`config.mk`:
```
export PLATFORM = sky130hd
export DESIGN_NAME = gas_alarm_vote_and_alert_top
export DESIGN_NICKNAME = d
export VERILOG_FILES = /design/src/hdl/gav_pkg.sv /design/src/hdl/gav_vote.sv /design/src/hdl/gas_alarm_vote_and_alert_top.sv
export SDC_FILE = /design/constraint.sdc
export NUM_CORES = 2
export LEC_CHECK = 0
export ABC_AREA = 1
export BUFFER_PORTS_ARGS = -buffer_cell sky130_fd_sc_hd__buf_2
export CORE_MARGIN = 1
export CORE_UTILIZATION = 57
export DETAILED_ROUTE_END_ITERATION = 16
export PLACE_DENSITY = 0.75
export SLEW_MARGIN = 20
export SYNTH_ARGS = -nofsm -noshare
export SYNTH_HDL_FRONTEND = slang
export SYNTH_SLANG_ARGS = --single-unit
```
`constraint.sdc`:
```
create_clock -name clk -period 17 [get_ports clk]
set_input_delay 0 -clock clk [delete_from_list [all_inputs] [get_ports clk]]
set_output_delay 0 -clock clk [all_outputs]
set_load 0.005 [all_outputs]
```
`src/hdl/gav_pkg.sv`:
```
// gav_pkg: shared types and constants for the gas alarm vote and alert block.
// Used by gav_vote and gas_alarm_vote_and_alert_top; depends on nothing.
`default_nettype none

package gav_pkg;

  typedef enum logic [1:0] {
    KIND_ALERT  = 2'd0,
    KIND_CLEAR  = 2'd1,
    KIND_STATUS = 2'd2
  } msg_kind_t;

  typedef enum logic [2:0] {
    REG_CO_TRIP       = 3'd0,
    REG_LPG_TRIP      = 3'd1,
    REG_CO_CLEAR      = 3'd2,
    REG_LPG_CLEAR     = 3'd3,
    REG_ALERT_GAP     = 3'd4,
    REG_STATUS_PERIOD = 3'd5,
    REG_SAMPLE_PERIOD = 3'd6,
    REG_WARMUP        = 3'd7
  } cfg_reg_t;

  localparam int CFG_IDX_W = 3;
  localparam int PPM_W     = 16;
  localparam int MS_W      = 32;
  localparam int SEQ_W     = 32;
  localparam int UP_W      = 23;

  localparam logic [PPM_W-1:0] RST_CO_TRIP       = 16'd50;
  localparam logic [PPM_W-1:0] RST_LPG_TRIP      = 16'd1000;
  localparam logic [PPM_W-1:0] RST_CO_CLEAR      = 16'd35;
  localparam logic [PPM_W-1:0] RST_LPG_CLEAR     = 16'd700;
  localparam logic [MS_W-1:0]  RST_ALERT_GAP     = 32'd10000;
  localparam logic [MS_W-1:0]  RST_STATUS_PERIOD = 32'd5000;
  localparam logic [MS_W-1:0]  RST_SAMPLE_PERIOD = 32'd500;
  localparam logic [PPM_W-1:0] RST_WARMUP        = 16'd120;

  // ms -> s: (n * magic) >> 38 is exact for any 32-bit n
  localparam logic [28:0] DIV1000_MAGIC = 29'd274877907;
  localparam int          DIV1000_SHIFT = 38;
  localparam int          DIV_PROD_W    = MS_W + 29;

  typedef struct packed {
    logic push;
    logic co_vote;
    logic lpg_vote;
  } vote_req_t;

  typedef struct packed {
    msg_kind_t        kind;
    logic [1:0]       mask;
    logic [PPM_W-1:0] co;
    logic [PPM_W-1:0] lpg;
    logic [SEQ_W-1:0] seq;
    logic [UP_W-1:0]  uptime;
    logic             last;
  } msg_rec_t;

endpackage

`default_nettype wire

```
`src/hdl/gav_vote.sv`:
```
// gav_vote: per-gas vote windows, fill tracking and trip mask.
// Depends on gav_pkg (vote_req_t).
`default_nettype none

module gav_vote #(
  parameter int WINDOW_LEN    = 3,
  parameter int VOTES_TO_TRIP = 2
) (
  input  wire                logic clk,
  input  wire                logic rst_n,
  input  wire gav_pkg::vote_req_t req,
  output logic [1:0]               trip_mask
);
  import gav_pkg::*;

  localparam int PW    = (WINDOW_LEN > 1) ? $clog2(WINDOW_LEN) : 1;
  localparam int CNT_W = $clog2(WINDOW_LEN + 1);

  logic [WINDOW_LEN-1:0] co_votes_r, co_votes_nxt;
  logic [WINDOW_LEN-1:0] lpg_votes_r, lpg_votes_nxt;
  logic [PW-1:0]         pos_r, pos_nxt;
  logic [CNT_W-1:0]      fill_r, fill_nxt;
  logic [CNT_W-1:0]      co_cnt, lpg_cnt;
  logic                  full;

  always_comb begin
    co_votes_nxt         = co_votes_r;
    lpg_votes_nxt        = lpg_votes_r;
    co_votes_nxt[pos_r]  = req.co_vote;
    lpg_votes_nxt[pos_r] = req.lpg_vote;
    pos_nxt  = (pos_r == PW'(WINDOW_LEN - 1)) ? '0 : pos_r + PW'(1);
    fill_nxt = (fill_r == CNT_W'(WINDOW_LEN)) ? fill_r : fill_r + CNT_W'(1);
    full     = (fill_nxt == CNT_W'(WINDOW_LEN));
    co_cnt   = '0;
    lpg_cnt  = '0;
    for (int i = 0; i < WINDOW_LEN; i++) begin
      co_cnt  = co_cnt + CNT_W'(co_votes_nxt[i]);
      lpg_cnt = lpg_cnt + CNT_W'(lpg_votes_nxt[i]);
    end
    trip_mask[0] = full && (32'(co_cnt) >= 32'(VOTES_TO_TRIP));
    trip_mask[1] = full && (32'(lpg_cnt) >= 32'(VOTES_TO_TRIP));
  end

  always_ff @(posedge clk) begin
    if (!rst_n) begin
      co_votes_r  <= '0;
      lpg_votes_r <= '0;
      pos_r       <= '0;
      fill_r      <= '0;
    end else if (req.push) begin
      co_votes_r  <= co_votes_nxt;
      lpg_votes_r <= lpg_votes_nxt;
      pos_r       <= pos_nxt;
      fill_r      <= fill_nxt;
    end
  end

endmodule

`default_nettype wire

```
`src/hdl/gas_alarm_vote_and_alert_top.sv`:
```
// gas_alarm_vote_and_alert_top: sampling, warm-up, alert/clear/status logic.
// Depends on gav_pkg and gav_vote.
//
// Usage:
//   Input beats (in_valid/in_stall) carry now_ms and the CO/LPG readings of
//   one polling pass. Each beat yields zero, one or two result beats on the
//   out_ channel: an alert or clear first, then a status heartbeat;
//   out_last_of_run marks the final result of a beat.
//   A beat is registered in the input register on acceptance; it is
//   evaluated from there and its first result goes to the output register.
//   Throughput: one input beat per cycle when it makes at most one result
//   and the output does not stall; a beat that makes two results holds the
//   next beat back while the single output register drains one result per
//   cycle (the second waits in a one-entry holding register).
//   A stall on the output holds the result register and pauses evaluation,
//   as does an occupied holding register; in_stall rises while a beat waits.
//   Config writes (cfg_valid/cfg_ready, cfg_ready always high) are to be
//   made only while the block is idle; the block does not enforce this.
//   Reset (rst_n low, synchronous) restores register defaults and clears
//   all timers, counters, vote windows and pending results.
`default_nettype none

module gas_alarm_vote_and_alert_top #(
  parameter int WINDOW_LEN    = 3,
  parameter int VOTES_TO_TRIP = 2
) (
  input  wire  logic                           clk,
  input  wire  logic                           rst_n,
  input  wire  logic                           in_valid,
  output logic                                 in_stall,
  input  wire  logic [gav_pkg::MS_W-1:0]       in_now_ms,
  input  wire  logic [gav_pkg::PPM_W-1:0]      in_co_reading_ppm,
  input  wire  logic [gav_pkg::PPM_W-1:0]      in_lpg_reading_ppm,
  output logic                                 out_valid,
  input  wire  logic                           out_stall,
  output logic [1:0]                           out_msg_kind,
  output logic [1:0]                           out_trip_mask,
  output logic [gav_pkg::PPM_W-1:0]            out_co_level,
  output logic [gav_pkg::PPM_W-1:0]            out_lpg_level,
  output logic [gav_pkg::SEQ_W-1:0]            out_sequence_res,
  output logic [gav_pkg::UP_W-1:0]             out_uptime_sec,
  output logic                                 out_last_of_run,
  input  wire  logic                           cfg_valid,
  output logic                                 cfg_ready,
  input  wire  logic [gav_pkg::CFG_IDX_W-1:0]  cfg_index,
  input  wire  logic [gav_pkg::MS_W-1:0]       cfg_data
);
  import gav_pkg::*;

  // configuration
  logic [PPM_W-1:0] co_trip_r, lpg_trip_r, co_clear_r, lpg_clear_r, warmup_r;
  logic [MS_W-1:0]  alert_gap_r, status_period_r, sample_period_r;

  // input register
  logic             s1_valid_r;
  logic [MS_W-1:0]  s1_now_r;
  logic [PPM_W-1:0] s1_co_r, s1_lpg_r;
  logic [UP_W-1:0]  s1_up_r;
  logic [DIV_PROD_W-1:0] div_prod;

  // block state
  logic [MS_W-1:0]  last_sample_r, last_status_r, last_alert_r;
  logic [SEQ_W-1:0] msg_cnt_r, msg_cnt_nxt;
  logic             warmed_r, warmed_nxt;
  logic             alarm_r, alarm_nxt;
  logic [1:0]       prev_mask_r, prev_mask_nxt;
  logic [PPM_W-1:0] held_co_r, held_lpg_r, held_co_nxt, held_lpg_nxt;

  // output side
  msg_rec_t out_rec_r, out_rec_nxt, pend_rec_r, pend_rec_nxt;
  logic     out_valid_r, out_valid_nxt, pend_valid_r, pend_valid_nxt;

  // evaluation
  logic       out_free, can_proc, proceed, accept_in;
  logic       sample_due, eval, status, alert, clear, first_ev;
  vote_req_t  vote_req;
  logic [1:0] mask;
  msg_rec_t   rec_a, rec_s, first_rec;
  logic       first_valid, second_valid;

  gav_vote #(
    .WINDOW_LEN    (WINDOW_LEN),
    .VOTES_TO_TRIP (VOTES_TO_TRIP)
  ) u_vote (
    .clk       (clk),
    .rst_n     (rst_n),
    .req       (vote_req),
    .trip_mask (mask)
  );

  assign cfg_ready = 1'b1;

  always_ff @(posedge clk) begin
    if (!rst_n) begin
      co_trip_r       <= RST_CO_TRIP;
      lpg_trip_r      <= RST_LPG_TRIP;
      co_clear_r      <= RST_CO_CLEAR;
      lpg_clear_r     <= RST_LPG_CLEAR;
      alert_gap_r     <= RST_ALERT_GAP;
      status_period_r <= RST_STATUS_PERIOD;
      sample_period_r <= RST_SAMPLE_PERIOD;
      warmup_r        <= RST_WARMUP;
    end else if (cfg_valid && cfg_ready) begin
      case (cfg_reg_t'(cfg_index))
        REG_CO_TRIP:       co_trip_r       <= cfg_data[PPM_W-1:0];
        REG_LPG_TRIP:      lpg_trip_r      <= cfg_data[PPM_W-1:0];
        REG_CO_CLEAR:      co_clear_r      <= cfg_data[PPM_W-1:0];
        REG_LPG_CLEAR:     lpg_clear_r     <= cfg_data[PPM_W-1:0];
        REG_ALERT_GAP:     alert_gap_r     <= cfg_data;
        REG_STATUS_PERIOD: status_period_r <= cfg_data;
        REG_SAMPLE_PERIOD: sample_period_r <= cfg_data;
        REG_WARMUP:        warmup_r        <= cfg_data[PPM_W-1:0];
        default: ;
      endcase
    end
  end

  // handshake
  assign out_free  = !out_valid_r || !out_stall;
  assign can_proc  = !pend_valid_r && out_free;
  assign proceed   = s1_valid_r && can_proc;
  assign in_stall  = s1_valid_r && !can_proc;
  assign accept_in = in_valid && !in_stall;

  assign div_prod = DIV_PROD_W'(in_now_ms) * DIV_PROD_W'(DIV1000_MAGIC);

  always_ff @(posedge clk) begin
    if (!rst_n) begin
      s1_valid_r <= 1'b0;
    end else if (accept_in) begin
      s1_valid_r <= 1'b1;
    end else if (proceed) begin
      s1_valid_r <= 1'b0;
    end
  end

  always_ff @(posedge clk) begin
    if (accept_in) begin
      s1_now_r <= in_now_ms;
      s1_co_r  <= in_co_reading_ppm;
      s1_lpg_r <= in_lpg_reading_ppm;
      s1_up_r  <= div_prod[DIV1000_SHIFT +: UP_W];
    end
  end

  // one pass of the polling loop
  always_comb begin
    sample_due = (s1_now_r - last_sample_r) >= sample_period_r;
    eval       = sample_due && warmed_r;
    warmed_nxt = warmed_r || (sample_due && (s1_up_r >= UP_W'(warmup_r)));

    vote_req.push     = proceed && eval;
    vote_req.co_vote  = s1_co_r >= co_trip_r;
    vote_req.lpg_vote = s1_lpg_r >= lpg_trip_r;

    alert = eval && (mask != 2'b00) &&
            ((mask != prev_mask_r) || ((s1_now_r - last_alert_r) >= alert_gap_r));
    clear = eval && (mask == 2'b00) && alarm_r &&
            (s1_co_r < co_clear_r) && (s1_lpg_r < lpg_clear_r);

    alarm_nxt     = alarm_r;
    prev_mask_nxt = prev_mask_r;
    if (eval && (mask != 2'b00)) begin
      alarm_nxt     = 1'b1;
      prev_mask_nxt = mask;
    end else if (clear) begin
      alarm_nxt     = 1'b0;
      prev_mask_nxt = 2'b00;
    end

    held_co_nxt  = eval ? s1_co_r : held_co_r;
    held_lpg_nxt = eval ? s1_lpg_r : held_lpg_r;

    status   = warmed_nxt && ((s1_now_r - last_status_r) >= status_period_r);
    first_ev = alert || clear;

    rec_a.kind   = alert ? KIND_ALERT : KIND_CLEAR;
    rec_a.mask   = alert ? mask : 2'b00;
    rec_a.co     = held_co_nxt;
    rec_a.lpg    = held_lpg_nxt;
    rec_a.seq    = msg_cnt_r + SEQ_W'(1);
    rec_a.uptime = s1_up_r;
    rec_a.last   = !status;

    rec_s.kind   = KIND_STATUS;
    rec_s.mask   = alarm_nxt ? prev_mask_nxt : 2'b00;
    rec_s.co     = held_co_nxt;
    rec_s.lpg    = held_lpg_nxt;
    rec_s.seq    = msg_cnt_r + (first_ev ? SEQ_W'(2) : SEQ_W'(1));
    rec_s.uptime = s1_up_r;
    rec_s.last   = 1'b1;

    first_rec    = first_ev ? rec_a : rec_s;
    first_valid  = first_ev || status;
    second_valid = first_ev && status;
    msg_cnt_nxt  = msg_cnt_r + SEQ_W'(first_ev) + SEQ_W'(status);
  end

  always_ff @(posedge clk) begin
    if (!rst_n) begin
      last_sample_r <= '0;
      last_status_r <= '0;
      last_alert_r  <= '0;
      msg_cnt_r     <= '0;
      warmed_r      <= 1'b0;
      alarm_r       <= 1'b0;
      prev_mask_r   <= 2'b00;
      held_co_r     <= '0;
      held_lpg_r    <= '0;
    end else if (proceed) begin
      if (sample_due) last_sample_r <= s1_now_r;
      if (status) last_status_r <= s1_now_r;
      if (alert) last_alert_r <= s1_now_r;
      msg_cnt_r   <= msg_cnt_nxt;
      warmed_r    <= warmed_nxt;
      alarm_r     <= alarm_nxt;
      prev_mask_r <= prev_mask_nxt;
      held_co_r   <= held_co_nxt;
      held_lpg_r  <= held_lpg_nxt;
    end
  end

  // result register plus one holding entry
  always_comb begin
    out_valid_nxt  = out_valid_r;
    out_rec_nxt    = out_rec_r;
    pend_valid_nxt = pend_valid_r;
    pend_rec_nxt   = pend_rec_r;
    if (pend_valid_r && out_free) begin
      out_valid_nxt  = 1'b1;
      out_rec_nxt    = pend_rec_r;
      pend_valid_nxt = 1'b0;
    end else if (proceed) begin
      out_valid_nxt  = first_valid;
      out_rec_nxt    = first_rec;
      pend_valid_nxt = second_valid;
      pend_rec_nxt   = rec_s;
    end else if (out_valid_r && !out_stall) begin
      out_valid_nxt = 1'b0;
    end
  end

  always_ff @(posedge clk) begin
    if (!rst_n) begin
      out_valid_r  <= 1'b0;
      pend_valid_r <= 1'b0;
    end else begin
      out_valid_r  <= out_valid_nxt;
      pend_valid_r <= pend_valid_nxt;
    end
  end

  always_ff @(posedge clk) begin
    out_rec_r  <= out_rec_nxt;
    pend_rec_r <= pend_rec_nxt;
  end

  assign out_valid        = out_valid_r;
  assign out_msg_kind     = out_rec_r.kind;
  assign out_trip_mask    = out_rec_r.mask;
  assign out_co_level     = out_rec_r.co;
  assign out_lpg_level    = out_rec_r.lpg;
  assign out_sequence_res = out_rec_r.seq;
  assign out_uptime_sec   = out_rec_r.uptime;
  assign out_last_of_run  = out_rec_r.last;

  // checks
  a_pend_behind_out: assert property (@(posedge clk) disable iff (!rst_n)
    pend_valid_r |-> out_valid_r)
    else $error("holding entry occupied while result register empty");

  a_pend_is_status: assert property (@(posedge clk) disable iff (!rst_n)
    pend_valid_r |-> (pend_rec_r.kind == KIND_STATUS) && pend_rec_r.last)
    else $error("holding entry is not the closing status beat");

  a_idle_no_mask: assert property (@(posedge clk) disable iff (!rst_n)
    !alarm_r |-> (prev_mask_r == 2'b00))
    else $error("trip mask held without an active alarm");

  a_seq_step: assert property (@(posedge clk) disable iff (!rst_n)
    (out_valid_r && !out_stall && !out_rec_r.last) |=>
      out_valid_r && (out_rec_r.seq == $past(out_rec_r.seq) + SEQ_W'(1)))
    else $error("second beat of a run does not follow the first");

endmodule

`default_nettype wire
```
# Yosys cells after proc, flatten, opt, wreduce, memory -nomap -nowiden
# Index checks and enable logic that the tools add are counted.
# W data, S select, Z words.
[classes]
add_sub_neg = 13
reduce_logical = 50
n_mux = 24
eq_ne = 11
bitwise = 2
mul = 1
order_cmp = 12
[op_table]
columns = ["cell", "n"]
rows = [
  ["$mux W92", 2],
  ["$ge A32 B32 Y1", 3],
  ["$sub A32 B32 Y32", 3],
  ["$mux W90", 1],
  ["$add A32 B1 Y32", 2],
  ["$mul A32 B29 Y61 const B", 1],
  ["$add A32 B1 Y32 const B", 1],
  ["$add A32 B2 Y32", 1],
  ["$ge A16 B16 Y1", 2],
  ["$lt A16 B16 Y1", 2],
  ["$mux W16", 2],
  ["$reduce_and A2 Y1", 12],
  ["$ge A23 B16 Y1", 1],
  ["$logic_and A1 B1 Y1", 20],
  ["$mux W2", 7],
  ["$eq A3 B3 Y1 const B", 4],
  ["$mux W1", 9],
  ["$bwmux W3", 2],
  ["$eq A2 B2 Y1 const B", 3],
  ["$eq A3 B2 Y1 const B", 2],
  ["$logic_not A1 Y1", 6],
  ["$reduce_bool A2 Y1", 3],
  ["$logic_or A1 B1 Y1", 5],
  ["$add A1 B1 Y2", 2],
  ["other kinds (13)", 17],
]
[totals]
regBits = 621
out_inout_bits = 95

# Logic depth before layout (Yosys ltp)
[logic_depth]
depth_word = 20
depth_mapped = 46

# Cells and area by module
# Synthesis repeated with hierarchy kept, for this count alone.
[hier_totals]
hier_cells = 5829
hier_area_um2 = 48859.4
[modules_own_cells]
columns = ["module", "n_inst", "area_per_inst_um2", "seq_area_each_um2", "cells_per_inst"]
rows = [
  ["gas_alarm_vote_and_alert_top", 1, 48353.9, 14914.3, 5754],
  ["gav_vote", 1, 505.5, 200.2, 75],
]

# Worst setup path after synthesis
# Ideal clock, no wire load.
[synth_path]
path_type = "flip-flop to flip-flop"
start = "reg out_valid_r (netlist: out_valid)"
end = "reg out_rec_r, in the netlist out_co_level[0] (enable)"
required_time_ns = 16.554
setup_ns = 0.446
n_path_buf = 1
path_stages_with_launch = 7
setup_slack_ns = 11.303
t_arrival_ns = 5.251
cell_sequence = "dfxtp_1 nand2_1 nand2_1 nor2_4 clkbuf_1 nor2_1 inv_1"
[synth_between]
elab_chain_len = 5
word_cells_on_any_way = 6
[synth_rtl]
columns = ["element", "line", "text"]
rows = [
  ["start: declaration", "gas_alarm_vote_and_alert_top.sv:71", "logic out_valid_r, out_valid_nxt, pend_valid_r, pend_valid_nxt;"],
  ["start signal: assignment", "gas_alarm_vote_and_alert_top.sv:248", "out_valid_r <= out_valid_nxt;"],
  ["$logic_not A1 Y1 (*)", "gas_alarm_vote_and_alert_top.sv:119", "assign out_free = !out_valid_r || !out_stall;"],
  ["$logic_or A1 B1 Y1 (*)", "gas_alarm_vote_and_alert_top.sv:119", ""],
  ["$logic_and A1 B1 Y1", "gas_alarm_vote_and_alert_top.sv:120", "assign can_proc = !pend_valid_r && out_free;"],
  ["$logic_and A1 B1 Y1", "gas_alarm_vote_and_alert_top.sv:121", "assign proceed = s1_valid_r && can_proc;"],
  ["$reduce_bool A2 Y1 (no source line) (*)", "-", ""],
  ["end signal: assignment", "gas_alarm_vote_and_alert_top.sv:254", "out_rec_r <= out_rec_nxt;"],
  ["end: declaration", "gas_alarm_vote_and_alert_top.sv:70", "msg_rec_t out_rec_r, out_rec_nxt, pend_rec_r, pend_rec_nxt;"],
]
# Every way passes the cells marked *; elsewhere a longest branch is shown, timed or not.
# A chain may end at the register's enable or synchronous reset.

# Worst setup path in the final report
[layout_path]
start = "reg s1_now_r[3]"
end = "reg msg_cnt_r[24]"
[layout_between]
elab_chain_len = 10
word_cells_on_any_way = 20
[layout_rtl]
columns = ["element", "line", "text"]
rows = [
  ["start: declaration", "gas_alarm_vote_and_alert_top.sv:56", "logic [MS_W-1:0] s1_now_r;"],
  ["start signal: assignment", "gas_alarm_vote_and_alert_top.sv:139", "s1_now_r <= in_now_ms;"],
  ["$sub A32 B32 Y32", "gas_alarm_vote_and_alert_top.sv:148", "sample_due = (s1_now_r - last_sample_r) >= sample_period_r;"],
  ["$ge A32 B32 Y1", "gas_alarm_vote_and_alert_top.sv:148", ""],
  ["$logic_and A1 B1 Y1", "gas_alarm_vote_and_alert_top.sv:149", "eval = sample_due && warmed_r;"],
  ["$logic_and A1 B1 Y1 (3 in a row)", "gas_alarm_vote_and_alert_top.sv:158", "clear = eval && (mask == 2'b00) && alarm_r &&"],
  ["$logic_and A1 B1 Y1", "gas_alarm_vote_and_alert_top.sv:159", "(s1_co_r < co_clear_r) && (s1_lpg_r < lpg_clear_r);"],
  ["$logic_or A1 B1 Y1", "gas_alarm_vote_and_alert_top.sv:175", "first_ev = alert || clear;"],
  ["$add A32 B1 Y32", "gas_alarm_vote_and_alert_top.sv:196", "msg_cnt_nxt = msg_cnt_r + SEQ_W'(first_ev) + SEQ_W'(status);"],
  ["$add A32 B1 Y32 (*)", "gas_alarm_vote_and_alert_top.sv:196", ""],
  ["end signal: assignment", "gas_alarm_vote_and_alert_top.sv:214", "msg_cnt_r <= msg_cnt_nxt;"],
  ["end: declaration", "gas_alarm_vote_and_alert_top.sv:63", "logic [SEQ_W-1:0] msg_cnt_r, msg_cnt_nxt;"],
]
# Marked as above.

==> metrics.md <==
| Metric | Value |
|---|---|
| CP peak stage delay | `around 490 ps` |
| Number of max-cap violations | `0` |
| Initial drt markers | `approximately 3k` |
| Core area | `about 84000 um^2` |
| Clock root buffer | `clkbuf_16` |
| RSZ-0062 raised after global routing | `no` |
| First-pass GRT wire length | `207000 um` |
| Clock-pin slew on the worst setup and hold paths | `about 60 ps` |
| CTS Buf Count | `67` |
| Reg2Reg Depth | `36` |
| Average size of a mapped cell | `approximately 8.5 um^2` |
| Syn nets | `6767` |
| Register bit count reported by yosys | `621` |
| Largest cells by area after synthesis | `ha_1, edfxtp_1, dfxtp_1` |
| CP endpoint kind | `flip-flop` |
| H-tree levels | `3` |
| Die Wd | `about 290 um` |
| Fin crit share | `45.8%` |
| WP data required | `between 15000 and 20000 ps` |
| Commonest cells after routing, fill and taps aside | `inv_1, nand2_1, ha_1` |
| Final setup vio count | `0` |
| Gr ovfl total | `0` |
| CP max stage cell | `edfxtp_1` |
| Setup TNS | `0 ps` |
| Remaining antenna violation count | `0` |
| Via/cell ratio | `~5.4` |
| Worst slew pin tran | `roughly 1100 ps` |
| Largest net degree at the start of global routing | `roughly 120` |
| Gr usage total | `a little under a third` |
| GPL Wtd Cong | `around 1.0` |
| Antenna Cells | `0` |
| Cell area power density | `214 nW/um^2` |
| Share of cells above drive strength 1 | `between 5 and 6%` |
| Post-CTS sizing | `0` |
| Critical Path Source Type | `flip-flop` |
| Worst relative slew slack | `between 20% and 30%` |
| Tmin final | `7780 ps` |
| Initial Util | `about 58%` |
| Hold Path Class | `in -> reg` |
| Initial antenna violation count | `1` |
| EDFF count, synth | `around 270` |
| Synth async-reset ratio | `0%` |
| FMAX | `around 130 MHz` |
| Overall routed net length | `~130000 um` |
| DRC Markers | `0` |
| Critical Path Fanout Max | `63` |
| Worst Path Arrival | `slightly above 8000 ps` |
| Reg2reg setup slack | `~9200 ps` |
| Most common cell after layout, fill and taps aside | `inv_1` |
| Fin. Hold Viols | `0` |
| Max Clock Skew | `between 30 and 40 ps` |
| Syn-to-layout area delta | `10.8%` |
| Post-DP HPWL | `approximately 100000 um` |
| Die H | `293 um` |
| Hold Path Sink | `s1_lpg_r[0]$_DFFE_PP_` |
| Via Count | `slightly below 40k` |
| Seq/Total Area, Yosys | `a little under a third` |
| Wire per inst | `between 15 and 20 um` |
| Setup WS post-layout | `9220 ps` |
| Cell count after synthesis | `roughly 5.7k` |
| Status | `finished clean` |
| Setup Crit Path Kind | `reg -> reg` |
| Cell leakage power | `approximately 25 nW` |
| Vias in the first global route | `38.3k` |
| Cell taking the most area after synthesis | `ha_1` |
| Final nets | `around 7.0k` |
| RR Endpoint | `msg_cnt_r[24]$_SDFFE_PN0P_` |
| Worst vdd ir | `about 340 uV` |
| Buf/Inv on CP | `8` |
| Launch point of the worst reg-to-reg path | `s1_now_r[3]$_DFFE_PP_` |
| CP dominant cell by count | `inv_1` |
| Worst hold start | `in_lpg_reading_ppm[0]` |
| Worst hold stages | `2` |
| Clk sinks | `between 600 and 700` |
| Placement Setup Slack | `roughly 9500 ps` |
| PortBufs | `around 200` |
| I/O pin count | `about 200` |
| Total power | `11.4 mW` |
| Pre-Repair DR Iteration Count | `6` |
| Top cell type's share of synthesized area | `between 10% and 20%` |
| Clock tree buffer depth | `3` |
| CTS tree | `done` |
| Rows | `roughly 110` |
| Synth cell types | `slightly above 60` |
| Main synth FF type | `dfxtp_1` |
| Synth Cell Area | `about 48000 um^2` |
| Top delay family on crit path | `simple AND/OR/NAND/NOR gates` |
| Max-slew violation count | `0` |
| DIE AREA | `roughly 86000 um^2` |
| Synth Warn # | `0` |
| Worst-skew pair later-pin latency | `630 ps` |
sequential cells by signal, summed over array words and instances (netlist names), 23 cells and up:
name	count
msg_cnt_r	32
last_status_r	32
status_period_r	32
alert_gap_r	32
pend_rec_r	89
sample_period_r	32
out_sequence_res	32
s1_up_r	23
out_uptime_sec	23
last_alert_r	32
s1_now_r	32
last_sample_r	32
synth_stat cells, drive strengths merged (21+ instances only):
cell,count
a21oi,533
a31oi,44
buf,29
clkbuf,110
dfxtp,353
edfxtp,268
fa,303
ha,663
inv,1200
nand2,931
nand3,125
nand4,34
nor2,281
nor3,57
nor4,21
o211ai,46
o21ai,409
xnor2,38
xor2,136
where the power goes:
part	total [mW]	switching [mW]	internal [mW]
clock	1.45	0.630	0.822
combinational	8.07	5.14	2.93
sequential	1.92	0.0777	1.84
routing by layer:
metal,part of all wire [%],track usage [%],vias up
met3,6.9,4.10,259
met5,0,0,-
met2,46,50.5,1305
met1,44,41.9,18288
li1,-,-,18956
met4,3.7,10.9,0
cells by family after synthesis:
group / count (synthesis) / share of synthesized area (%)
AOI/OAI and AO/OA: 1116 / 12.5
xor gates and xnor gates: 174 / 3.16
adders and majority gates: 966 / 29.7
buffers and inverters: 1343 / 10.6
DFF: 621 / 31.3
other: 1 / 0.00777
and+or+nand+nor: 1476 / 12.7
layout make-up:
class                   instances  area, um^2
inverters                    1204        4530
clock buffers                  92        1850
multi-input cells            3733       28100
fillers                      7018       30200
clock inverters                32         312
repair buffers                321        2190
well taps                    1134        1420
flip-flops and latches        621       15100
worst max-delay path by stage:
| stage | cells past startpoint | end | slack (ps) | startpoint |
|---|---|---|---|---|
| 3_3_place_gp | 33 | msg_cnt_r[17]$_SDFFE_PN0P_ | 9640 | s1_now_r[0]$_DFFE_PP_ |
| 4_1_cts | 36 | msg_cnt_r[24]$_SDFFE_PN0P_ | 9450 | s1_now_r[3]$_DFFE_PP_ |
| 2_1_floorplan | 6 | out_co_level[0]$_DFFE_PP_ | 11300 | out_valid$_SDFFE_PN0P_ |
| 5_1_grt | 36 | msg_cnt_r[24]$_SDFFE_PN0P_ | 8520 | s1_now_r[3]$_DFFE_PP_ |
| 3_5_place_dp | 37 | msg_cnt_r[24]$_SDFFE_PN0P_ | 9470 | s1_now_r[0]$_DFFE_PP_ |
| 6_report | 36 | msg_cnt_r[24]$_SDFFE_PN0P_ | 9220 | s1_now_r[3]$_DFFE_PP_ |
what timing repair did:
| action | CTS | global route |
|---|---|---|
| endpoints found under the hold margin | 295 | 0 |
| hold buffers | 105 | 0 |
| setup buffers | 0 | 0 |
per-stage QoR:
step	hold slack, ps	instance area (um^2)	util, %	std cells
finish	97.2	53500	63.9	7137
global route	93.2	53500	63.9	7137
detailed placement	178	50300	60.1	6908
CTS	42.4	53500	63.9	7137
global placement	177	50300	60.1	6908
floorplan	98.9	48300	-	5697
Power figures use the tool's default switching activity.
